File: config.mk
export PLATFORM = sky130hd
export DESIGN_NAME = display_command_patcher_flat
export DESIGN_NICKNAME = d
export VERILOG_FILES = /design/src/rtl/core/cmdp_pkg.sv /design/src/rtl/core/cmdp_intf.sv /design/src/rtl/core/cmdp_front.sv /design/src/rtl/core/cmdp_fifo.sv /design/src/rtl/core/cmdp_back.sv /design/src/rtl/core/display_command_patcher.sv /design/src/flat_wrapper.sv
export SDC_FILE = /design/constraint.sdc
export NUM_CORES = 1
export LEC_CHECK = 0
export BUFFER_PORTS_ARGS = -buffer_cell sky130_fd_sc_hd__buf_4
export CAP_MARGIN = 10
export CORE_UTILIZATION = 30
export CTS_CLUSTER_SIZE = 30
export DETAILED_ROUTE_END_ITERATION = 8
export GPL_TIMING_DRIVEN = 0
export MAX_ROUTING_LAYER = met4
export PLACE_DENSITY = 0.53
export REMOVE_ABC_BUFFERS = 1
export SETUP_SLACK_MARGIN = 0.05
export SLEW_MARGIN = 25
export SYNTH_ARGS = -nofsm -noshare
export SYNTH_HDL_FRONTEND = slang
export SYNTH_HIERARCHICAL = 1
export SYNTH_SLANG_ARGS = --single-unit
File: constraint.sdc
create_clock -name clk_i -period 17.5 [get_ports clk_i]
set_input_delay 3.5 -clock clk_i [delete_from_list [all_inputs] [get_ports clk_i]]
set_output_delay 3.5 -clock clk_i [all_outputs]
set_load 0.005 [all_outputs]
File: src/rtl/core/cmdp_pkg.sv
package cmdp_pkg;

  // command opcodes (top byte of the first word)
  localparam logic [7:0] OP_BRANCH    = 8'hDE;
  localparam logic [7:0] OP_TEXIMG    = 8'hFD;
  localparam logic [7:0] OP_END       = 8'hDF;
  localparam logic [7:0] OP_VTX       = 8'h01;
  localparam logic [7:0] OP_NEST_HASH = 8'h31;
  localparam logic [7:0] OP_VTX_HASH  = 8'h32;
  localparam logic [7:0] OP_TEX_HASH  = 8'h20;
  localparam logic [7:0] OP_CULL      = 8'h3D;
  localparam logic [7:0] CULL_SEG     = 8'h0C;

  localparam logic [31:0] PUSH_BIT = 32'h0001_0000;
  localparam logic [31:0] LOW24    = 32'h00FF_FFFF;

  // cull list indices that are accepted
  localparam logic [23:0] CULL_IDX_A = 24'd0;
  localparam logic [23:0] CULL_IDX_B = 24'd2;

  // opcodes of commands that span two transactions
  localparam int unsigned NumTwoWord = 10;
  localparam logic [7:0] TWO_WORD_OPS [NumTwoWord] = '{
    8'h20, 8'h24, 8'h25, 8'h27, 8'h31, 8'h32, 8'h33, 8'h35, 8'h36, 8'h42
  };

  localparam int unsigned VertexBytesDefault = 16;
  localparam int unsigned QueueDepthDefault  = 4;

  typedef enum logic [1:0] {
    ST_SCAN = 2'd0,
    ST_END  = 2'd1,
    ST_BAD  = 2'd2
  } list_state_e;

  typedef struct packed {
    logic [31:0] unresolved;
    logic [31:0] nested;
    logic [31:0] texture;
    logic [31:0] vertex;
    logic [31:0] cull;
  } totals_t;

  // one queue entry: the results caused by one accepted transaction
  typedef struct packed {
    logic        two_res;
    logic [31:0] r0_high;
    logic [31:0] r0_low;
    logic [31:0] r1_high;
    logic [31:0] r1_low;
    list_state_e status;
    totals_t     totals;
  } entry_t;

  function automatic logic is_two_word(input logic [7:0] op);
    logic hit;
    hit = 1'b0;
    for (int k = 0; k < NumTwoWord; k++) begin
      if (op == TWO_WORD_OPS[k]) begin
        hit = 1'b1;
      end
    end
    return hit;
  endfunction

  function automatic logic [31:0] sat_inc(input logic [31:0] v, input logic bump);
    return (bump && (v != '1)) ? v + 32'd1 : v;
  endfunction

endpackage

File: src/rtl/core/cmdp_intf.sv
interface cmdp_in_if;
  logic        valid;
  logic        ready;
  logic [31:0] word_high;
  logic [31:0] word_low;
  logic        list_last;
  logic [31:0] resolved_address;
  logic [31:0] resolved_bytes;

  modport source (
    output valid, word_high, word_low, list_last, resolved_address, resolved_bytes,
    input  ready
  );
  modport sink (
    input  valid, word_high, word_low, list_last, resolved_address, resolved_bytes,
    output ready
  );
endinterface

interface cmdp_out_if;
  logic        valid;
  logic        ready;
  logic [31:0] out_high;
  logic [31:0] out_low;
  logic        run_last;
  logic [1:0]  status;
  logic [31:0] unresolved_count;
  logic [31:0] nested_count;
  logic [31:0] texture_count;
  logic [31:0] vertex_count;
  logic [31:0] cull_count;

  modport source (
    output valid, out_high, out_low, run_last, status, unresolved_count, nested_count,
           texture_count, vertex_count, cull_count,
    input  ready
  );
  modport sink (
    input  valid, out_high, out_low, run_last, status, unresolved_count, nested_count,
           texture_count, vertex_count, cull_count,
    output ready
  );
endinterface

File: src/rtl/core/cmdp_front.sv
module cmdp_front import cmdp_pkg::*; #(
  parameter int unsigned VERTEX_BYTES = VertexBytesDefault
) (
  input  logic          clk_i,
  input  logic          rst_ni,
  cmdp_in_if.sink       in_i,
  input  logic          full_i,
  output logic          push_o,
  output entry_t        entry_o
);

  localparam int unsigned ProdW = 8 + $clog2(VERTEX_BYTES + 1);

  list_state_e state_q, state_d;
  logic        held_valid_q, held_valid_d;
  logic [31:0] held_high_q, held_low_q;
  totals_t     tot_q, tot_d;

  logic        act;
  logic [7:0]  op, held_op;
  logic        is_cull, cull_idx_ok, held_is_hash, vtx_too_many;
  logic [ProdW-1:0] vtx_need;
  logic        held_load, end_hit, bad_hit;
  logic        b_unres, b_nest, b_tex, b_vtx, b_cull;

  assign in_i.ready = !full_i;
  assign act        = in_i.valid && in_i.ready && (state_q == ST_SCAN);

  assign op       = in_i.word_high[31:24];
  assign held_op  = held_high_q[31:24];
  assign is_cull  = (op == OP_CULL) && (in_i.word_low[31:24] == CULL_SEG);
  assign cull_idx_ok = (in_i.word_low[23:0] == CULL_IDX_A) ||
                       (in_i.word_low[23:0] == CULL_IDX_B);
  assign held_is_hash = (held_op == OP_NEST_HASH) || (held_op == OP_TEX_HASH) ||
                        (held_op == OP_VTX_HASH);
  // count > bytes / VERTEX_BYTES  <=>  bytes < count * VERTEX_BYTES
  assign vtx_need     = ProdW'(held_high_q[19:12]) * ProdW'(VERTEX_BYTES);
  assign vtx_too_many = in_i.resolved_bytes < 32'(vtx_need);

  // results and side effects
  always_comb begin
    push_o          = 1'b0;
    held_load       = 1'b0;
    held_valid_d    = held_valid_q;
    end_hit         = 1'b0;
    bad_hit         = 1'b0;
    b_unres         = 1'b0;
    b_nest          = 1'b0;
    b_tex           = 1'b0;
    b_vtx           = 1'b0;
    b_cull          = 1'b0;
    entry_o.two_res = 1'b0;
    entry_o.r0_high = in_i.word_high;
    entry_o.r0_low  = in_i.word_low;
    entry_o.r1_high = in_i.word_high;
    entry_o.r1_low  = in_i.word_low;
    if (act) begin
      if (held_valid_q) begin
        held_valid_d    = 1'b0;
        push_o          = 1'b1;
        entry_o.two_res = 1'b1;
        entry_o.r0_high = held_high_q;
        entry_o.r0_low  = held_low_q;
        if (held_is_hash) begin
          if (in_i.resolved_address == '0) begin
            b_unres = 1'b1;
          end else if ((held_op == OP_VTX_HASH) && vtx_too_many) begin
            bad_hit = 1'b1;
          end else begin
            entry_o.r0_low  = in_i.resolved_address;
            entry_o.r1_high = '0;
            entry_o.r1_low  = '0;
            case (held_op)
              OP_NEST_HASH: begin
                entry_o.r0_high = {OP_BRANCH, 24'h0} | (held_high_q & PUSH_BIT);
                b_nest = 1'b1;
              end
              OP_TEX_HASH: begin
                entry_o.r0_high = {OP_TEXIMG, held_high_q[23:0]};
                b_tex = 1'b1;
              end
              default: begin
                entry_o.r0_high = {OP_VTX, held_high_q[23:0]};
                b_vtx = 1'b1;
              end
            endcase
          end
        end
      end else if (op == OP_END) begin
        end_hit = 1'b1;
        push_o  = 1'b1;
      end else if (is_two_word(op)) begin
        if (in_i.list_last) begin
          bad_hit = 1'b1;
          push_o  = 1'b1;
        end else begin
          held_load    = 1'b1;
          held_valid_d = 1'b1;
        end
      end else if (is_cull) begin
        push_o = 1'b1;
        if (!cull_idx_ok) begin
          bad_hit = 1'b1;
        end else if (in_i.resolved_address == '0) begin
          b_unres = 1'b1;
        end else begin
          b_cull          = 1'b1;
          entry_o.r0_high = {OP_BRANCH, 24'h0} | (in_i.word_high & PUSH_BIT);
          entry_o.r0_low  = in_i.resolved_address;
        end
      end else begin
        push_o = 1'b1;
      end
    end
    tot_d.unresolved = sat_inc(tot_q.unresolved, b_unres);
    tot_d.nested     = sat_inc(tot_q.nested, b_nest);
    tot_d.texture    = sat_inc(tot_q.texture, b_tex);
    tot_d.vertex     = sat_inc(tot_q.vertex, b_vtx);
    tot_d.cull       = sat_inc(tot_q.cull, b_cull);
    entry_o.status   = state_d;
    entry_o.totals   = tot_d;
  end

  // list state
  always_comb begin
    state_d = state_q;
    if (act) begin
      if (end_hit) begin
        state_d = ST_END;
      end else if (bad_hit || in_i.list_last) begin
        state_d = ST_BAD;
      end
    end
  end

  always_ff @(posedge clk_i or negedge rst_ni) begin
    if (!rst_ni) begin
      state_q      <= ST_SCAN;
      held_valid_q <= 1'b0;
      tot_q        <= '0;
    end else begin
      state_q      <= state_d;
      held_valid_q <= held_valid_d;
      tot_q        <= tot_d;
    end
  end

  always_ff @(posedge clk_i) begin
    if (held_load) begin
      held_high_q <= in_i.word_high;
      held_low_q  <= in_i.word_low;
    end
  end

  a_held_only_scanning: assert property (@(posedge clk_i) disable iff (!rst_ni)
    held_valid_q |-> (state_q == ST_SCAN))
    else $error("first half of a command held after the list finished");

  a_finish_sticky: assert property (@(posedge clk_i) disable iff (!rst_ni)
    (state_q != ST_SCAN) |=> (state_q == $past(state_q)))
    else $error("list state left a finished state");

endmodule

File: src/rtl/core/cmdp_fifo.sv
module cmdp_fifo import cmdp_pkg::*; #(
  parameter int unsigned DEPTH = QueueDepthDefault
) (
  input  logic   clk_i,
  input  logic   rst_ni,
  input  logic   push_i,
  input  entry_t entry_i,
  input  logic   pop_i,
  output logic   full_o,
  output logic   empty_o,
  output entry_t head_o
);

  localparam int unsigned PtrW = (DEPTH > 1) ? $clog2(DEPTH) : 1;
  localparam int unsigned CntW = $clog2(DEPTH + 1);
  localparam logic [PtrW-1:0] LastPtr = PtrW'(DEPTH - 1);

  entry_t          mem_q [DEPTH];
  logic [PtrW-1:0] wr_ptr_q, rd_ptr_q;
  logic [CntW-1:0] count_q;

  assign full_o  = (count_q == CntW'(DEPTH));
  assign empty_o = (count_q == '0);
  assign head_o  = mem_q[rd_ptr_q];

  always_ff @(posedge clk_i or negedge rst_ni) begin
    if (!rst_ni) begin
      wr_ptr_q <= '0;
      rd_ptr_q <= '0;
      count_q  <= '0;
    end else begin
      if (push_i) begin
        wr_ptr_q <= (wr_ptr_q == LastPtr) ? '0 : wr_ptr_q + PtrW'(1);
      end
      if (pop_i) begin
        rd_ptr_q <= (rd_ptr_q == LastPtr) ? '0 : rd_ptr_q + PtrW'(1);
      end
      if (push_i && !pop_i) begin
        count_q <= count_q + CntW'(1);
      end else if (pop_i && !push_i) begin
        count_q <= count_q - CntW'(1);
      end
    end
  end

  always_ff @(posedge clk_i) begin
    if (push_i) begin
      mem_q[wr_ptr_q] <= entry_i;
    end
  end

  a_no_overflow: assert property (@(posedge clk_i) disable iff (!rst_ni)
    push_i |-> !full_o)
    else $error("queue written while full");

  a_no_underflow: assert property (@(posedge clk_i) disable iff (!rst_ni)
    pop_i |-> !empty_o)
    else $error("queue read while empty");

endmodule

File: src/rtl/core/cmdp_back.sv
module cmdp_back import cmdp_pkg::*; (
  input  logic      clk_i,
  input  logic      rst_ni,
  input  logic      empty_i,
  input  entry_t    head_i,
  output logic      pop_o,
  cmdp_out_if.source out_o
);

  logic        valid_q, valid_d;
  logic        sel_q, sel_d;
  logic        load, is_last;
  logic [31:0] high_q, low_q;
  logic        last_q;
  list_state_e status_q;
  totals_t     totals_q;

  // output register refills when empty or being drained
  assign load    = !empty_i && (!valid_q || out_o.ready);
  assign is_last = !head_i.two_res || sel_q;
  assign pop_o   = load && is_last;

  always_comb begin
    valid_d = valid_q && !out_o.ready;
    sel_d   = sel_q;
    if (load) begin
      valid_d = 1'b1;
      sel_d   = !is_last;
    end
  end

  always_ff @(posedge clk_i or negedge rst_ni) begin
    if (!rst_ni) begin
      valid_q <= 1'b0;
      sel_q   <= 1'b0;
    end else begin
      valid_q <= valid_d;
      sel_q   <= sel_d;
    end
  end

  always_ff @(posedge clk_i) begin
    if (load) begin
      high_q   <= sel_q ? head_i.r1_high : head_i.r0_high;
      low_q    <= sel_q ? head_i.r1_low  : head_i.r0_low;
      last_q   <= is_last;
      status_q <= head_i.status;
      totals_q <= head_i.totals;
    end
  end

  assign out_o.valid            = valid_q;
  assign out_o.out_high         = high_q;
  assign out_o.out_low          = low_q;
  assign out_o.run_last         = last_q;
  assign out_o.status           = status_q;
  assign out_o.unresolved_count = totals_q.unresolved;
  assign out_o.nested_count     = totals_q.nested;
  assign out_o.texture_count    = totals_q.texture;
  assign out_o.vertex_count     = totals_q.vertex;
  assign out_o.cull_count       = totals_q.cull;

endmodule

File: src/rtl/core/display_command_patcher.sv
// display command patcher: takes one 64-bit display-list command per input
// transaction and rewrites texture, vertex and nested-list hash references, and
// cull-list index commands, into pointer commands using the resolver answer that
// travels with the transaction. A new command is taken every cycle while the
// internal queue has room; two-word commands give nothing for their first half
// and two results for their payload, so each transaction gives one result on
// average. The output port delivers one result per cycle while the receiver
// is ready; the results of an accepted transaction pass through the internal
// queue and the output register. Once the list has ended (status 1) or turned
// malformed (status 2), further commands are taken and dropped until reset.
module display_command_patcher import cmdp_pkg::*; #(
  parameter int unsigned VERTEX_BYTES = VertexBytesDefault,
  parameter int unsigned QUEUE_DEPTH  = QueueDepthDefault
) (
  input  logic       clk_i,
  input  logic       rst_ni,
  cmdp_in_if.sink    in_i,
  cmdp_out_if.source out_o
);

  // front: decode, hold first halves, patch, count and track list state
  // queue: absorbs output stalls so the front keeps taking transactions
  // back: unpacks each queue entry into one or two results through an
  //       output register
  logic   push, pop, full, empty;
  entry_t entry, head;

  cmdp_front #(
    .VERTEX_BYTES (VERTEX_BYTES)
  ) u_front (
    .clk_i   (clk_i),
    .rst_ni  (rst_ni),
    .in_i    (in_i),
    .full_i  (full),
    .push_o  (push),
    .entry_o (entry)
  );

  cmdp_fifo #(
    .DEPTH (QUEUE_DEPTH)
  ) u_fifo (
    .clk_i   (clk_i),
    .rst_ni  (rst_ni),
    .push_i  (push),
    .entry_i (entry),
    .pop_i   (pop),
    .full_o  (full),
    .empty_o (empty),
    .head_o  (head)
  );

  cmdp_back u_back (
    .clk_i   (clk_i),
    .rst_ni  (rst_ni),
    .empty_i (empty),
    .head_i  (head),
    .pop_o   (pop),
    .out_o   (out_o)
  );

endmodule
File: src/flat_wrapper.sv
// flat-port wrapper written by rule: the top's interface ports become plain ports
module display_command_patcher_flat import cmdp_pkg::*;
#(
  parameter int unsigned VERTEX_BYTES = VertexBytesDefault,
  parameter int unsigned QUEUE_DEPTH  = QueueDepthDefault
)
  (clk_i, rst_ni, in_i_valid, in_i_word_high, in_i_word_low, in_i_list_last, in_i_resolved_address, in_i_resolved_bytes, in_i_ready, out_o_valid, out_o_out_high, out_o_out_low, out_o_run_last, out_o_status, out_o_unresolved_count, out_o_nested_count, out_o_texture_count, out_o_vertex_count, out_o_cull_count, out_o_ready);
  cmdp_in_if in_i_i ();
  cmdp_out_if out_o_i ();
  input  logic clk_i;
  input  logic rst_ni;
  input wire logic [$bits(in_i_i.valid)-1:0] in_i_valid;
  input wire logic [$bits(in_i_i.word_high)-1:0] in_i_word_high;
  input wire logic [$bits(in_i_i.word_low)-1:0] in_i_word_low;
  input wire logic [$bits(in_i_i.list_last)-1:0] in_i_list_last;
  input wire logic [$bits(in_i_i.resolved_address)-1:0] in_i_resolved_address;
  input wire logic [$bits(in_i_i.resolved_bytes)-1:0] in_i_resolved_bytes;
  output wire logic [$bits(in_i_i.ready)-1:0] in_i_ready;
  output wire logic [$bits(out_o_i.valid)-1:0] out_o_valid;
  output wire logic [$bits(out_o_i.out_high)-1:0] out_o_out_high;
  output wire logic [$bits(out_o_i.out_low)-1:0] out_o_out_low;
  output wire logic [$bits(out_o_i.run_last)-1:0] out_o_run_last;
  output wire logic [$bits(out_o_i.status)-1:0] out_o_status;
  output wire logic [$bits(out_o_i.unresolved_count)-1:0] out_o_unresolved_count;
  output wire logic [$bits(out_o_i.nested_count)-1:0] out_o_nested_count;
  output wire logic [$bits(out_o_i.texture_count)-1:0] out_o_texture_count;
  output wire logic [$bits(out_o_i.vertex_count)-1:0] out_o_vertex_count;
  output wire logic [$bits(out_o_i.cull_count)-1:0] out_o_cull_count;
  input wire logic [$bits(out_o_i.ready)-1:0] out_o_ready;
  assign in_i_i.valid = in_i_valid;
  assign in_i_i.word_high = in_i_word_high;
  assign in_i_i.word_low = in_i_word_low;
  assign in_i_i.list_last = in_i_list_last;
  assign in_i_i.resolved_address = in_i_resolved_address;
  assign in_i_i.resolved_bytes = in_i_resolved_bytes;
  assign in_i_ready = in_i_i.ready;
  assign out_o_valid = out_o_i.valid;
  assign out_o_out_high = out_o_i.out_high;
  assign out_o_out_low = out_o_i.out_low;
  assign out_o_run_last = out_o_i.run_last;
  assign out_o_status = out_o_i.status;
  assign out_o_unresolved_count = out_o_i.unresolved_count;
  assign out_o_nested_count = out_o_i.nested_count;
  assign out_o_texture_count = out_o_i.texture_count;
  assign out_o_vertex_count = out_o_i.vertex_count;
  assign out_o_cull_count = out_o_i.cull_count;
  assign out_o_i.ready = out_o_ready;
  display_command_patcher #(.VERTEX_BYTES(VERTEX_BYTES), .QUEUE_DEPTH(QUEUE_DEPTH)) u_core (.clk_i(clk_i), .rst_ni(rst_ni), .in_i(in_i_i), .out_o(out_o_i));
endmodule
-- Word level (Yosys, flattened, before mapping)
Memories as Yosys holds them, arrays and structs flattened.
Index checks and enable logic that the tools add are counted.
- register bits after elaboration: 463
- RAM bits: 1164
- bits of input ports: 133
- output and inout bits: 229
- memories kept: 1
- memory list (name ; depth ; width ; rd ports ; clocked after memory_dff ; write ports ; line ; source):
    u_core.u_fifo.mem_q ; 4 ; 291 ; 1 ; 0 ; 1 ; cmdp_fifo.sv:18 ; entry_t mem_q [DEPTH];
- add/sub/neg operators: 9
- magnitude comparators: 1
- equality and inequality tests: 25
- mux-type cells: 98
- reduce and logical (&&, ||, !) cells: 34
- operator list (cell ; count):
    $mux W64 ; 7
    $mux W128 ; 3
    $mux W32 ; 7
    $add A32 B1 Y32 const B ; 5
    $ne A32 B32 Y1 const B ; 5
    $mux W129 ; 1
    $eq A8 B6 Y1 const B ; 13
    $mux W1 ; 72
    $pmux W32 S2 ; 1
    $logic_not A32 Y1 ; 1
    $lt A32 B12 Y1 ; 1
    $eq A24 B2 Y1 const B ; 1
    $logic_not A24 Y1 ; 1
    $logic_and A1 B1 Y1 ; 14
    $mux W2 ; 5
    $eq A8 B4 Y1 const B ; 1
    $eq A8 B7 Y1 const B ; 1
    $eq A8 B8 Y1 const B ; 1
    $logic_not A1 Y1 ; 8
    $logic_or A1 B1 Y1 ; 6
    $mux W3 ; 2
    $add A2 B1 Y2 const B ; 2
    $eq A2 B2 Y1 const B ; 2
    $add A3 B1 Y3 const B ; 1
    6 further kinds ; 6

-- Longest topological paths before layout
Gate-level depths: netlist of the first run.
- depth in word-level cells: 22
- mapped depth: 12
- depth with buffers taken out: 11

-- By module
The synthesis of the first run kept the hierarchy.
- by module, submodules not included (module ; times used ; cells an instance ; area an instance (µm²)):
    cmdp_fifo ; 1 ; 1557 ; 42525.8
    cmdp_front ; 1 ; 1077 ; 11587.4
    cmdp_back ; 1 ; 308 ; 7888.8

-- Least setup slack after synthesis of the first run
No wires, ideal clock.
- kind: input-to-reg
- start: in out_o_ready
- end: reg u_core.u_fifo.count_q[1]
- setup time: 0.125 ns
- arrival time: 16.476 ns
- data required time: 17.375 ns
- setup slack: 0.899 ns
- stages on the path: 8
- cells stage by stage: inv_1 > a21oi_1 > and2_1 > inv_1 > ha_1 > inv_1 > fa_1 > mux2_2
- longest elaborated chain between the ends: 6
- elaborated cells between the ends (all ways): 8
- those cells by class: 1 x mux; 7 x reduce/logical
- ends and longest elaborated chain (item ; line ; source):
    start, declared ; flat_wrapper.sv:29 ; input wire logic [$bits(out_o_i.ready)-1:0] out_o_ready;
    $logic_or A1 B1 Y1 * ; cmdp_back.sv:19 ; assign load = !empty_i && (!valid_q || out_o.ready);
    $logic_and A1 B1 Y1 * ; cmdp_back.sv:19 ;
    net u_core.u_back.load ; cmdp_back.sv:12 ; logic load, is_last;
    $logic_and A1 B1 Y1 * ; cmdp_back.sv:21 ; assign pop_o = load && is_last;
    net u_core.pop ; display_command_patcher.sv:25 ; logic push, pop, full, empty;
    $logic_not A1 Y1 ; cmdp_fifo.sv:38 ; if (push_i && !pop_i) begin
    $logic_and A1 B1 Y1 ; cmdp_fifo.sv:38 ;
    $mux W3 / $reduce_bool A2 Y1 (equally long branches) ; - ;
    end signal, assigned ; cmdp_fifo.sv:39 ; count_q <= count_q + CntW'(1);
    end signal, assigned ; cmdp_fifo.sv:41 ; count_q <= count_q - CntW'(1);
    end, declared ; cmdp_fifo.sv:20 ; logic [CntW-1:0] count_q;
The timed path passes the listed nets; every way through them passes the cells marked *.
A chain may end at the register's enable or synchronous reset.

==> run summary, run 1 <==
* complete, no violations — result of the run
* 1627 — number of synthesized register bits
* 456.6 um — width of the chip
* 0 — number of maximum-capacitance violations
* 30.24% — effective utilization at floorplan
* 0 — post-CTS sizing
* 69680 um2 — total placed instance area
* 218200 um — wire length of the first global-routing pass
* 0 — remaining antenna violation count
* 0.02634 uW — leak pwr
* 70 — Netlist cell types
* 0 — hold buffer count at cts
* 0 — Hold Fails Final Rpt
* 13 — Crit Path Max Fanout
* sky130_fd_sc_hd__nor4_1 — highest-delay cell along the critical path
* sky130_fd_sc_hd__edfxtp_1 — most used flip-flop cell after synthesis
* 148800 um — total wire length after detailed routing
* 2942 — post-synthesis cell count
* 10.43 ns — min setup slack post-route
* register — critical path endpoint category
* 362 — top-level port count
* 23.55 um — average wire length per cell after detail routing
* 0.09630 mV — Worst VDD drop
* 7.61 ns — data arrival time of the critical path
* 3625 — net total in the final layout
* 4 — H-tree levels
* 31200 — number of global-route vias before repair
* 75500 um2 — final instance area
* 13 — antenna violations before repair
* 0 — final setup violation count
* 146.6 nW/um2 — total power density per cell area
* 5981 — count of placed standard cells including taps
* primary input — launching element type of the critical path
* 10.57% — Async SR Flop Fraction
* 178 — clock buffers created by TritonCTS
* 21.07 um2 — mean instance size in the synthesized netlist
* 0 — count of final max-slew check failures
* 6 — Yosys warnings
* 0.04445 ns — Worst Clk Skew
* 456.6 um — DIE HEIGHT
* 357 — buffers added on ports
* 26.73% — worst rel slew slack
* 0 — total grt overflow
* 0.91 ns — worst stage delay on the critical path
* 166 — total number of placement rows
* 208500 um2 — die outline area
* 62000 um2 — post-synthesis instance area
* yes — clock tree from TritonCTS
* 9.487 ns — worst slack after detailed placement
* 0.7287 — final weighted congestion of routability-driven global placement
* 14.73% — GRT Util Overall
* 0 — post-CTS setup buffer count
* 36.83% — final core utilization
* 3 — maximum number of buffers from clock root to sink
* 97120 um — detailed-placement wirelength estimate
* 1455 — number of synthesized flops with an enable pin
* 1627 — clk sink count
* no — RSZ-0062 raised after global routing
* 7 — number of optimization iterations in the first detailed-route pass
* buf_4 > nor4_1 > nand4_1 > or2_1 > o41a_1 > a21oi_4 > buf_16 > buf_8 > nor2b_1 > a221o_1 — Cell Chain, Critical Path
* 205000 um2 — core region area
* 0.82 ns — Skew-Pair Late Insertion Delay
* 0.06 ns — Clk pin slew, worst setup/hold paths
* 29410 — via count
* 21.77% — relative area change from synthesis to final layout
* sky130_fd_sc_hd__clkbuf_16 — CTS Root Buffer Type
* 1.097 ns — pin slew with the least headroom to its limit
* 6318 — number of standard cells in the final layout excluding fillers
* 4.655 — ratio of routed vias to standard cells
* 30.67% — proportion of layout cells with a drive suffix above 1
* 77.41% — Seq/Total Area, Yosys
* 0.1414 GHz — Max Freq
* 77 — pin count of the biggest net entering global routing
* 18.04 ns — CP Data Required Time
* 0 — post-route DRC violation count
* reg2reg — min-delay worst type
* 40.43% — share of the clock period used by the worst path after layout
* in2reg — crit path kind
* 0.5000 ns — Hold Slack
* 2112 — drt initial violations
* 7.075 ns — min Tclk post-route
## through the flow
stage	power, uW	setup TNS [ns]
global route	11550	0
finish	11070	0
global placement	8695	-4846.16
detailed placement	7526	0
CTS	11310	0
floorplan	6973	0
## path summary, 6_finish.rpt
| path | start | endpoint | slack (ns) | depth (start not counted) |
|---|---|---|---|---|
| setup / recovery | in_i_resolved_address[17] | u_core/u_fifo/mem_q[3][245] | 10.43 | 10 |
| hold / removal | u_core/u_fifo/count_q[2] | u_core/u_fifo/count_q[2] | 0.50 | 1 |
| setup reg to reg | u_core/u_fifo/count_q[2] | u_core/u_fifo/mem_q[3][91] | 12.81 | 8 |
| hold reg to reg | u_core/u_fifo/count_q[2] | u_core/u_fifo/count_q[2] | 0.50 | 1 |
| max in group asynchronous | rst_ni | u_core/u_front/tot_q[104] | 14.19 | 2 |
| min in group asynchronous | rst_ni | u_core/u_front/tot_q[128] | 2.53 | 1 |
## registers in the layout (all words and copies together), names as in the netlist
register	flops
u_core/u_back/out_o.cull_count	32
u_core/u_back/out_o.nested_count	32
u_core/u_back/out_o.out_high	32
u_core/u_back/out_o.out_low	32
u_core/u_back/out_o.run_last	1
u_core/u_back/out_o.status	2
u_core/u_back/out_o.texture_count	32
u_core/u_back/out_o.unresolved_count	32
u_core/u_back/out_o.valid	1
u_core/u_back/out_o.vertex_count	32
u_core/u_back/sel_q	1
u_core/u_fifo/count_q	3
u_core/u_fifo/mem_q	1164
u_core/u_fifo/rd_ptr_q	2
u_core/u_fifo/wr_ptr_q	2
u_core/u_front/held_high_q	32
u_core/u_front/held_low_q	32
u_core/u_front/held_valid_q	1
u_core/u_front/state_q	2
u_core/u_front/tot_q	160
## synthesized netlist by cell type (10+ instances only)
cell type	number	share of area, %
sky130_fd_sc_hd__edfxtp_1	1455	70
sky130_fd_sc_hd__mux4_2	291	11
sky130_fd_sc_hd__dfrtp_1	172	6.9
sky130_fd_sc_hd__nor2b_1	93	0.94
sky130_fd_sc_hd__xnor2_1	84	1.2
sky130_fd_sc_hd__nand2_1	78	0.47
sky130_fd_sc_hd__nor2_1	76	0.46
sky130_fd_sc_hd__xor2_1	76	1.1
sky130_fd_sc_hd__nand3_1	59	0.48
sky130_fd_sc_hd__nand4_1	52	0.52
sky130_fd_sc_hd__mux2_4	50	1.2
sky130_fd_sc_hd__nor3_1	42	0.34
sky130_fd_sc_hd__buf_2	38	0.31
sky130_fd_sc_hd__inv_1	36	0.22
sky130_fd_sc_hd__nor4_1	33	0.33
sky130_fd_sc_hd__a221o_1	29	0.47
sky130_fd_sc_hd__a22o_1	23	0.32
sky130_fd_sc_hd__mux2_2	21	0.38
sky130_fd_sc_hd__and3_1	20	0.20
sky130_fd_sc_hd__buf_8	20	0.48
sky130_fd_sc_hd__clkbuf_1	20	0.12
sky130_fd_sc_hd__ha_1	18	0.36
sky130_fd_sc_hd__buf_6	17	0.31
sky130_fd_sc_hd__and4_1	16	0.23
sky130_fd_sc_hd__and2_1	15	0.15
sky130_fd_sc_hd__nor3_2	11	0.18
sky130_fd_sc_hd__a21oi_1	10	0.081
sky130_fd_sc_hd__o21ai_0	10	0.081
## cell usage in the layout, fill, tap and decap left out, types with 20 or more instances in the layout
cell type                   Yosys  routed
sky130_fd_sc_hd__nand2_1       78      78
sky130_fd_sc_hd__a22o_1        23      23
sky130_fd_sc_hd__dfrtp_1      172     169
sky130_fd_sc_hd__xor2_1        76      76
sky130_fd_sc_hd__inv_1         36      36
sky130_fd_sc_hd__clkbuf_1      20      44
sky130_fd_sc_hd__buf_16         0      61
sky130_fd_sc_hd__mux2_4        50      50
sky130_fd_sc_hd__xnor2_1       84      84
sky130_fd_sc_hd__a221o_1       29      29
sky130_fd_sc_hd__mux2_2        21      21
sky130_fd_sc_hd__nor4_1        33      30
sky130_fd_sc_hd__nor3_1        42      41
sky130_fd_sc_hd__buf_12         2      32
sky130_fd_sc_hd__buf_4          2     358
sky130_fd_sc_hd__and3_1        20      20
sky130_fd_sc_hd__edfxtp_1    1455    1455
sky130_fd_sc_hd__clkinv_2       0      29
sky130_fd_sc_hd__clkbuf_16      0     182
sky130_fd_sc_hd__nor2b_1       93      93
sky130_fd_sc_hd__nand3_1       59      59
sky130_fd_sc_hd__nor2_1        76      74
sky130_fd_sc_hd__clkinv_1       1      35
sky130_fd_sc_hd__mux4_2       291     291
sky130_fd_sc_hd__nand4_1       52      52
## critical path, delay by kind of cell
| kind | cells | cell delay [ns] |
|---|---|---|
| AOI/OAI and AO/OA | 3 | 1.39 |
| and+or+nand+nor | 4 | 2.17 |
| buffers and inverters | 3 | 0.52 |
## layout make-up
type / count / area, um2
Antenna cell: 7 / 17.52
Clock buffer: 230 / 4775
Clock inverter: 100 / 1028
Fill cell: 18770 / 129500
Inverter: 37 / 138.9
Multi-Input combinational cell: 1175 / 13130
Sequential cell: 1627 / 48010
Tap cell: 2688 / 3363
Timing Repair Buffer: 454 / 5042
## power breakdown
group	switching [uW]	total, uW	internal [uW]
Combinational	1090	2390	1300
Clock	1570	3710	2150
Sequential	187	4960	4770
Total	2840	11100	8220
## cell families after synthesis
kind of cell               Yosys count  share of synthesized area, %
xor gates and xnor gates           160                         2.260
and+or+nand+nor                    538                         4.928
adders and majority gates           19                        0.3955
AOI/OAI and AO/OA                   94                         1.251
muxes                              364                         12.19
buffers and inverters              140                         1.560
DFF                               1627                         77.41
## per-layer routing
metal	vias to the layer above	part of all wire (%)	global-route usage (%)
met5	-	0	-
met4	0	2.8	5.218
met3	220	4.3	3.067
met2	590	51	24.47
met1	15530	42	17.71
li1	13070	-	-
Power figures use the tool's default switching activity.
==> run 2: changes to the inputs <==
--- a/config.mk
+++ b/config.mk
@@ -12,7 +12,7 @@
 export DETAILED_ROUTE_END_ITERATION = 8
 export GPL_TIMING_DRIVEN = 0
 export MAX_ROUTING_LAYER = met4
-export PLACE_DENSITY = 0.53
+export PLACE_DENSITY = 0.55
 export REMOVE_ABC_BUFFERS = 1
 export SETUP_SLACK_MARGIN = 0.05
 export SLEW_MARGIN = 25
==> constraint.sdc (replaced) <==
create_clock -name clk_i -period 6.08 [get_ports clk_i]
set_input_delay 1.216 -clock clk_i [delete_from_list [all_inputs] [get_ports clk_i]]
set_output_delay 1.216 -clock clk_i [all_outputs]
set_load 0.005 [all_outputs]
==> run 2 against run 1 <==
  * Total power increased to 2.9 times the previous value
  * Critical endpoint is now u_core/u_fifo/mem_q[2][243]
  * Global-route usage rose by 0.057 points
  * Clock power rose to 2.9 times the previous value
  * Largest power group unchanged
  * Sequential share of layout area is essentially flat
  * Sequential power increased to 2.9 times the previous value
  * Worst hold slack lost 0.26 ns
  * Critical path type unchanged
  * Via count up 0.26%
  * First-iteration DRC count decreased by 11%
  * Non-clock buffer count rose by 1
  * Flip-flop and latch count unchanged
  * Setup slack worse by 8.9 ns
  * Cell area is essentially flat
==> run summary, run 2 (synthesis gave the netlist of run 1 again) <==
* in_i_resolved_address[16] — Critical Path Start, was in_i_resolved_address[17]
* met2 — Most Used Layer, Global Route, unchanged
* 48010 um2 — register area, unchanged
* 13 — antenna violations before repair, unchanged
* 21.77% — relative area change from synthesis to final layout, about the same
* 6 — number of optimization iterations in the first detailed-route pass, was 7
* 421.2 nW/um2 — total power density per cell area, was 146.6 nW/um2
* 0.02633 uW — leak pwr, was 0.02634 uW
* 1455 x sky130_fd_sc_hd__edfxtp_1, 358 x sky130_fd_sc_hd__buf_4, 291 x sky130_fd_sc_hd__mux4_2, 178 x sky130_fd_sc_hd__clkbuf_16, 169 x sky130_fd_sc_hd__dfrtp_1 — most frequent cells in the layout, was 1455 x sky130_fd_sc_hd__edfxtp_1, 358 x sky130_fd_sc_hd__buf_4, 291 x sky130_fd_sc_hd__mux4_2, 182 x sky130_fd_sc_hd__clkbuf_16, 169 x sky130_fd_sc_hd__dfrtp_1
* sky130_fd_sc_hd__edfxtp_1 — most common library cell in the layout ignoring fill and taps, unchanged
* 18750 — # fillers, was 18770
* register — critical path endpoint category, unchanged
* 77 — pin count of the biggest net entering global routing, unchanged
* in2async — min-delay worst type, was reg2reg
* yes — clock tree from TritonCTS, unchanged
* 30.24% — effective utilization at floorplan, unchanged
* 0.83 ns — Skew-Pair Late Insertion Delay, was 0.82 ns
* 13 — Crit Path Max Fanout, unchanged
* u_core/u_fifo/count_q[2] — startpoint of the worst-slack reg-to-reg timing path, unchanged
* 4 — H-tree levels, unchanged
* 218600 um — wire length of the first global-routing pass, was 218200 um
* 8 — reg2reg path depth, unchanged
* 149400 um — total wire length after detailed routing, was 148800 um
* u_core/u_fifo/mem_q — largest register by flop count, unchanged
* 2.772% — GR Layer Usage met3, was 3.067%
* 0.2215 GHz — Max Freq
* primary input — launching element type of the critical path, unchanged
* 1.565 ns — min setup slack post-route, was 10.43 ns
* 4.665 — ratio of routed vias to standard cells, was 4.655
* 0 — Hold Fails Final Rpt, unchanged
* 0 — count of final max-slew check failures, unchanged
* 0.5705 ns — worst slack after detailed placement, was 9.487 ns
* 0 — post-route DRC violation count, unchanged
* 31110 — number of global-route vias before repair, was 31200
* 74.26% — share of the clock period used by the worst path after layout
* 1.73 ns — reg-to-reg slack, setup, was 12.81 ns
* 0.05566 ns — Worst Clk Skew, was 0.04445 ns
* 14.79% — GRT Util Overall, was 14.73%
* 25.06% — met2 usage, was 24.47%
* 6.58 ns — CP Data Required Time, was 18.04 ns
* 1164 — number of flip-flops in the largest register, unchanged
* 0 — final setup violation count, unchanged
* 5982 — count of placed standard cells including taps, was 5981
* 0 — post-CTS setup buffer count, unchanged
* 36.83% — final core utilization, about the same
* sky130_fd_sc_hd__clkbuf_16 — CTS Root Buffer Type, unchanged
* u_core/u_fifo/mem_q (1164), u_core/u_front/tot_q (160) — registers with the most flip-flops, unchanged
* 456.6 um — DIE HEIGHT, unchanged
* 31.17% — proportion of layout cells with a drive suffix above 1, was 30.67%
* 6322 — number of standard cells in the final layout excluding fillers, was 6318
* 177 — clock buffers created by TritonCTS, was 178
* 0.9682 ns — pin slew with the least headroom to its limit, was 1.097 ns
* 35.21% — worst rel slew slack, was 26.73%
* in2reg — crit path kind, unchanged
* 357 — buffers added on ports, unchanged
* 166 — total number of placement rows, unchanged
* 17.72% — met1 usage, was 17.71%
* u_core/u_fifo/mem_q[3][91] — terminus of the critical flop-to-flop path, unchanged
* 456.6 um — width of the chip, unchanged
* 0 ns — Post-Route Setup TNS, unchanged
* 1882 — drt initial violations, was 2112
* 13140 um2 — area taken by multi-input logic gates, was 13130 um2
* complete, no violations — result of the run, unchanged
* 3625 — net total in the final layout, unchanged
* 0 — total grt overflow, unchanged
* 362 — top-level port count, unchanged
* no — RSZ-0062 raised after global routing, unchanged
* 0 — post-CTS sizing, unchanged
* 0.2877 mV — Worst VDD drop, was 0.09630 mV
* 0 — number of maximum-capacitance violations, unchanged
* 5.01 ns — data arrival time of the critical path, was 7.61 ns
* 4.515 ns — min Tclk post-route
* 0 — remaining antenna violation count, unchanged
* 0.7401 — final weighted congestion of routability-driven global placement, was 0.7287
* 205000 um2 — core region area, unchanged
* 31800 uW — final total power, was 11070 uW
* 0 — hold buffer count at cts, unchanged
* 97590 um — detailed-placement wirelength estimate, was 97120 um
* 3 — maximum number of buffers from clock root to sink, unchanged
* 29490 — via count, was 29410
* 23.63 um — average wire length per cell after detail routing, was 23.55 um
* 1627 — clk sink count, unchanged
* 208500 um2 — die outline area, unchanged
* 0.06 ns — Clk pin slew, worst setup/hold paths, about the same
-- run 2: cell count changes in the layout (fill, tap and decap cells not counted), sizes merged --
cell / change
diode: -1
clkinvlp: +5
bufinv: -3
clkbuf: +3
clkinv: -1
buf: +1
-- run 2: stage by stage --
stage               hold slack [ns]  area [um2]
global route                 0.1717       75500
finish                       0.2383       75500
CTS                          0.1359       75480
floorplan                    0.4563       61170
detailed placement           0.4795       69630
global placement             0.4729       67220
-- run 2: report_power, final --
| part | switching [uW] | internal, uW | total [uW] |
|---|---|---|---|
| clock network | 4570 | 6120 | 10700 |
| registers | 580 | 13700 | 14300 |
| logic | 3080 | 3720 | 6790 |
-- run 2: worst max-delay path by stage --
stage | end | cells past startpoint
after CTS | u_core/u_fifo/mem_q[1][245] | 10
final | u_core/u_fifo/mem_q[2][243] | 10
after global placement | u_core/u_fifo/count_q[1] | 9
after global routing | u_core/u_fifo/mem_q[3][139] | 7
after detailed placement | u_core/u_fifo/mem_q[1][245] | 10
after floorplan | u_core/u_fifo/count_q[1] | 8
-- run 2: cell type report --
type / instances / area share, %
flip-flops and latches: 1627 / 63.58
multi-input cells: 1175 / 17.41
repair buffers: 455 / 6.602
clock buffers: 233 / 6.398
well taps: 2688 / 4.455
clock inverters: 101 / 1.351
inverters: 37 / 0.1839
diodes: 6 / 0.01989
-- run 2: layer usage --
| layer | part of all wire, % | routed length [um] |
|---|---|---|
| met5 | 0 | 0 |
| met4 | 2.7 | 3963 |
| met3 | 4.2 | 6313 |
| met2 | 52 | 77660 |
| met1 | 41 | 61460 |
-- run 2: critical path: stages --
cell	delay (ns)
sky130_fd_sc_hd__buf_4	0.13
sky130_fd_sc_hd__nor4_1	0.82
sky130_fd_sc_hd__nand4_1	0.44
sky130_fd_sc_hd__or2_2	0.67
sky130_fd_sc_hd__and4_1	0.46
sky130_fd_sc_hd__a21oi_4	0.47
sky130_fd_sc_hd__buf_16	0.22
sky130_fd_sc_hd__buf_16	0.15
sky130_fd_sc_hd__nor2b_1	0.05
sky130_fd_sc_hd__a221o_1	0.33
==> run 3: changes to the inputs <==
==> constraint.sdc (replaced) <==
create_clock -name clk_i -period 4 [get_ports clk_i]
set_input_delay 0.8 -clock clk_i [delete_from_list [all_inputs] [get_ports clk_i]]
set_output_delay 0.8 -clock clk_i [all_outputs]
set_load 0.005 [all_outputs]
==> run 3 against run 2 <==
  * Worst hold slack worse by 0.065 ns
  * Critical path type unchanged
  * Sequential share of layout area is 0.069 points lower
  * Non-clock buffer count is 2 higher
  * Combinational power increased by 52%
  * Register-to-register slack got worse by 1.6 ns
==> run summary, run 3 (synthesis gave the netlist of run 1 again) <==
* 29490 — via count, about the same
* register — critical path endpoint category, unchanged
* 0.2556 GHz — Max Freq
* 97590 um — detailed-placement wirelength estimate, unchanged
* 0.4362 mV — Worst VDD drop, was 0.2877 mV
* 218700 um — wire length of the first global-routing pass, was 218600 um
* 639.6 nW/um2 — total power density per cell area, was 421.2 nW/um2
* yes — clock tree from TritonCTS, unchanged
* 0 — total grt overflow, unchanged
* sky130_fd_sc_hd__edfxtp_1 — most common library cell in the layout ignoring fill and taps, unchanged
* 0.05501 ns — Worst Clk Skew, was 0.05566 ns
* 208500 um2 — die outline area, unchanged
* 3627 — net total in the final layout, was 3625
* 45.0% — share of total power in sequential cells, about the same
* yes — RSZ-0062 raised after global routing, was no
* 0.82 ns — Skew-Pair Late Insertion Delay, was 0.83 ns
* 30.24% — effective utilization at floorplan, unchanged
* in2reg — crit path kind, unchanged
* 1627 — clk sink count, unchanged
* 25.87% — share of total power consumed by net switching, about the same
* 23.60 um — average wire length per cell after detail routing, was 23.63 um
* 48340 uW — final total power, was 31800 uW
* 205000 um2 — core region area, unchanged
* 12510 uW — switching pwr, was 8226 uW
* 48010 um2 — register area, unchanged
* 60880 um — Met1 Routed Length, was 61460 um
* in2reg — min-delay worst type, was in2async
* 0.06 ns — Clk pin slew, worst setup/hold paths, about the same
* met4 — topmost layer with routed signal wires, unchanged
* 1868 — drt initial violations, was 1882
* 0 — final setup violation count, unchanged
* 357 — buffers added on ports, unchanged
* 35830 uW — total internal power, was 23570 uW
* 3.912 ns — min Tclk post-route
* 177 — clock buffers created by TritonCTS, unchanged
* 0.7401 — final weighted congestion of routability-driven global placement, unchanged
* 13 — Crit Path Max Fanout, unchanged
* 36.95% — worst rel slew slack, was 35.21%
* 21.4% — Comb power frac, about the same
* 1164 — number of flip-flops in the largest register, unchanged
* 4.663 — ratio of routed vias to standard cells, was 4.665
* 4.41 ns — data arrival time of the critical path, was 5.01 ns
* 149300 um — total wire length after detailed routing, was 149400 um
* 0 — remaining antenna violation count, unchanged
* 362 — top-level port count, unchanged
* 77680 um — met2 wirelength from detailed routing, was 77660 um
* 14 — antenna violations before repair, was 13
* 18740 — # fillers, was 18750
* 0 — count of final max-slew check failures, unchanged
* complete, no violations — result of the run, unchanged
* 0.1729 ns — Hold Slack, was 0.2383 ns
* 0 — Hold Fails Final Rpt, unchanged
* 4.50 ns — CP Data Required Time, was 6.58 ns
* 69630 um2 — total placed instance area, unchanged
* 1455 x sky130_fd_sc_hd__edfxtp_1, 358 x sky130_fd_sc_hd__buf_4, 291 x sky130_fd_sc_hd__mux4_2, 178 x sky130_fd_sc_hd__clkbuf_16, 169 x sky130_fd_sc_hd__dfrtp_1 — most frequent cells in the layout, unchanged
* sky130_fd_sc_hd__clkbuf_16 — CTS Root Buffer Type, unchanged
* 0.02638 uW — leak pwr, was 0.02633 uW
* primary input — launching element type of the critical path, unchanged
* 21.91% — relative area change from synthesis to final layout, was 21.77%
* 456.6 um — width of the chip, unchanged
* 31.40% — proportion of layout cells with a drive suffix above 1, was 31.17%
* 0 — number of maximum-capacitance violations, unchanged
* u_core/u_fifo/mem_q (1164), u_core/u_front/tot_q (160) — registers with the most flip-flops, unchanged
* 77 — pin count of the biggest net entering global routing, unchanged
* 75580 um2 — final instance area, was 75500 um2
* 97.81% — share of the clock period used by the worst path after layout
* 456.6 um — DIE HEIGHT, unchanged
* u_core/u_fifo/mem_q — largest register by flop count, unchanged
* 0 — post-route DRC violation count, unchanged
* 5 — number of optimization iterations in the first detailed-route pass, was 6
* 0 ns — Post-Route Setup TNS, unchanged
* 166 — total number of placement rows, unchanged
* 6685 um — met3 wire len, was 6313 um
* 31130 — number of global-route vias before repair, was 31110
* 14.79% — GRT Util Overall, about the same
* 0.9385 ns — pin slew with the least headroom to its limit, was 0.9682 ns
* 4 — H-tree levels, unchanged
* 3 — maximum number of buffers from clock root to sink, unchanged
* 33.6% — part of the power in the clock network, about the same
* 36.87% — final core utilization, was 36.83%
* 13190 um2 — area taken by multi-input logic gates, was 13140 um2
[run 3: changes by cell type in the layout (fill, tap and decap cells not counted), sizes merged]
cell and change:
dlygate4sd3 +1, diode +1, buf +1
[run 3: cell type report]
| type | instances | area share (%) |
|---|---|---|
| Inverter | 37 | 0.1837 |
| Timing Repair Buffer | 457 | 6.635 |
| Antenna cell | 7 | 0.02318 |
| Tap cell | 2688 | 4.450 |
| Multi-Input combinational cell | 1175 | 17.45 |
| Clock inverter | 101 | 1.349 |
| Sequential cell | 1627 | 63.52 |
| Clock buffer | 233 | 6.391 |
[run 3: path summary, 6_finish.rpt]
path / start / end / slack (ns) / depth (start not counted)
max: in_i_resolved_address[17] / u_core/u_fifo/mem_q[2][243] / 0.09 / 10
min: out_o_ready / u_core/u_back/out_o.valid / 0.17 / 2
max reg2reg: u_core/u_front/held_high_q[26] / u_core/u_fifo/mem_q[1][106] / 0.18 / 6
min reg2reg: u_core/u_fifo/count_q[2] / u_core/u_fifo/count_q[2] / 0.49 / 1
max in group asynchronous: rst_ni / u_core/u_fifo/rd_ptr_q[1] / 2.81 / 3
min in group asynchronous: rst_ni / u_core/u_front/tot_q[141] / 0.41 / 2
[run 3: layer usage]
metal | global-route usage, % | vias up
met3 | 2.793 | 238
met2 | 25.12 | 633
met5 | - | -
li1 | - | 13070
met1 | 17.64 | 15550
met4 | 4.834 | 0
[run 3: power groups by stage]
stage / Sequential, uW / Clock, uW / Combinational (uW)
floorplan: 22000 / 0 / 4220
global placement: 21900 / 0 / 5070
detailed placement: 22200 / 0 / 10700
CTS: 21900 / 16800 / 10700
global route: 22000 / 17400 / 11100
finish: 21800 / 16200 / 10300
[run 3: timing repair]
| item | CTS | global route |
|---|---|---|
| endpoints found under the setup margin | 286 | 110 |
| setup buffers | 0 | 1 |
| pin swaps | 3 | 1 |
| hold endpoints to repair | 21 | 0 |
| hold buffers | 1 | 0 |
| gates cloned | 0 | 0 |
| resized for setup | 8 | 3 |
[run 3: per-stage QoR]
step,worst slack (ns),cells
2_1_floorplan,-9.901,2839
3_3_place_gp,-22.99,5884
3_5_place_dp,-1.093,5982
4_1_cts,0.05340,6317
5_1_grt,0.005355,6323
6_report,0.08770,6325
[run 3: worst max-delay path, stage by stage]
cell	delay, ns
sky130_fd_sc_hd__buf_4	0.13
sky130_fd_sc_hd__nor4_2	0.71
sky130_fd_sc_hd__nand4_1	0.42
sky130_fd_sc_hd__or2_2	0.63
sky130_fd_sc_hd__and4_1	0.46
sky130_fd_sc_hd__a21oi_4	0.47
sky130_fd_sc_hd__buf_16	0.22
sky130_fd_sc_hd__buf_16	0.15
sky130_fd_sc_hd__nor2b_1	0.05
sky130_fd_sc_hd__a221o_1	0.33
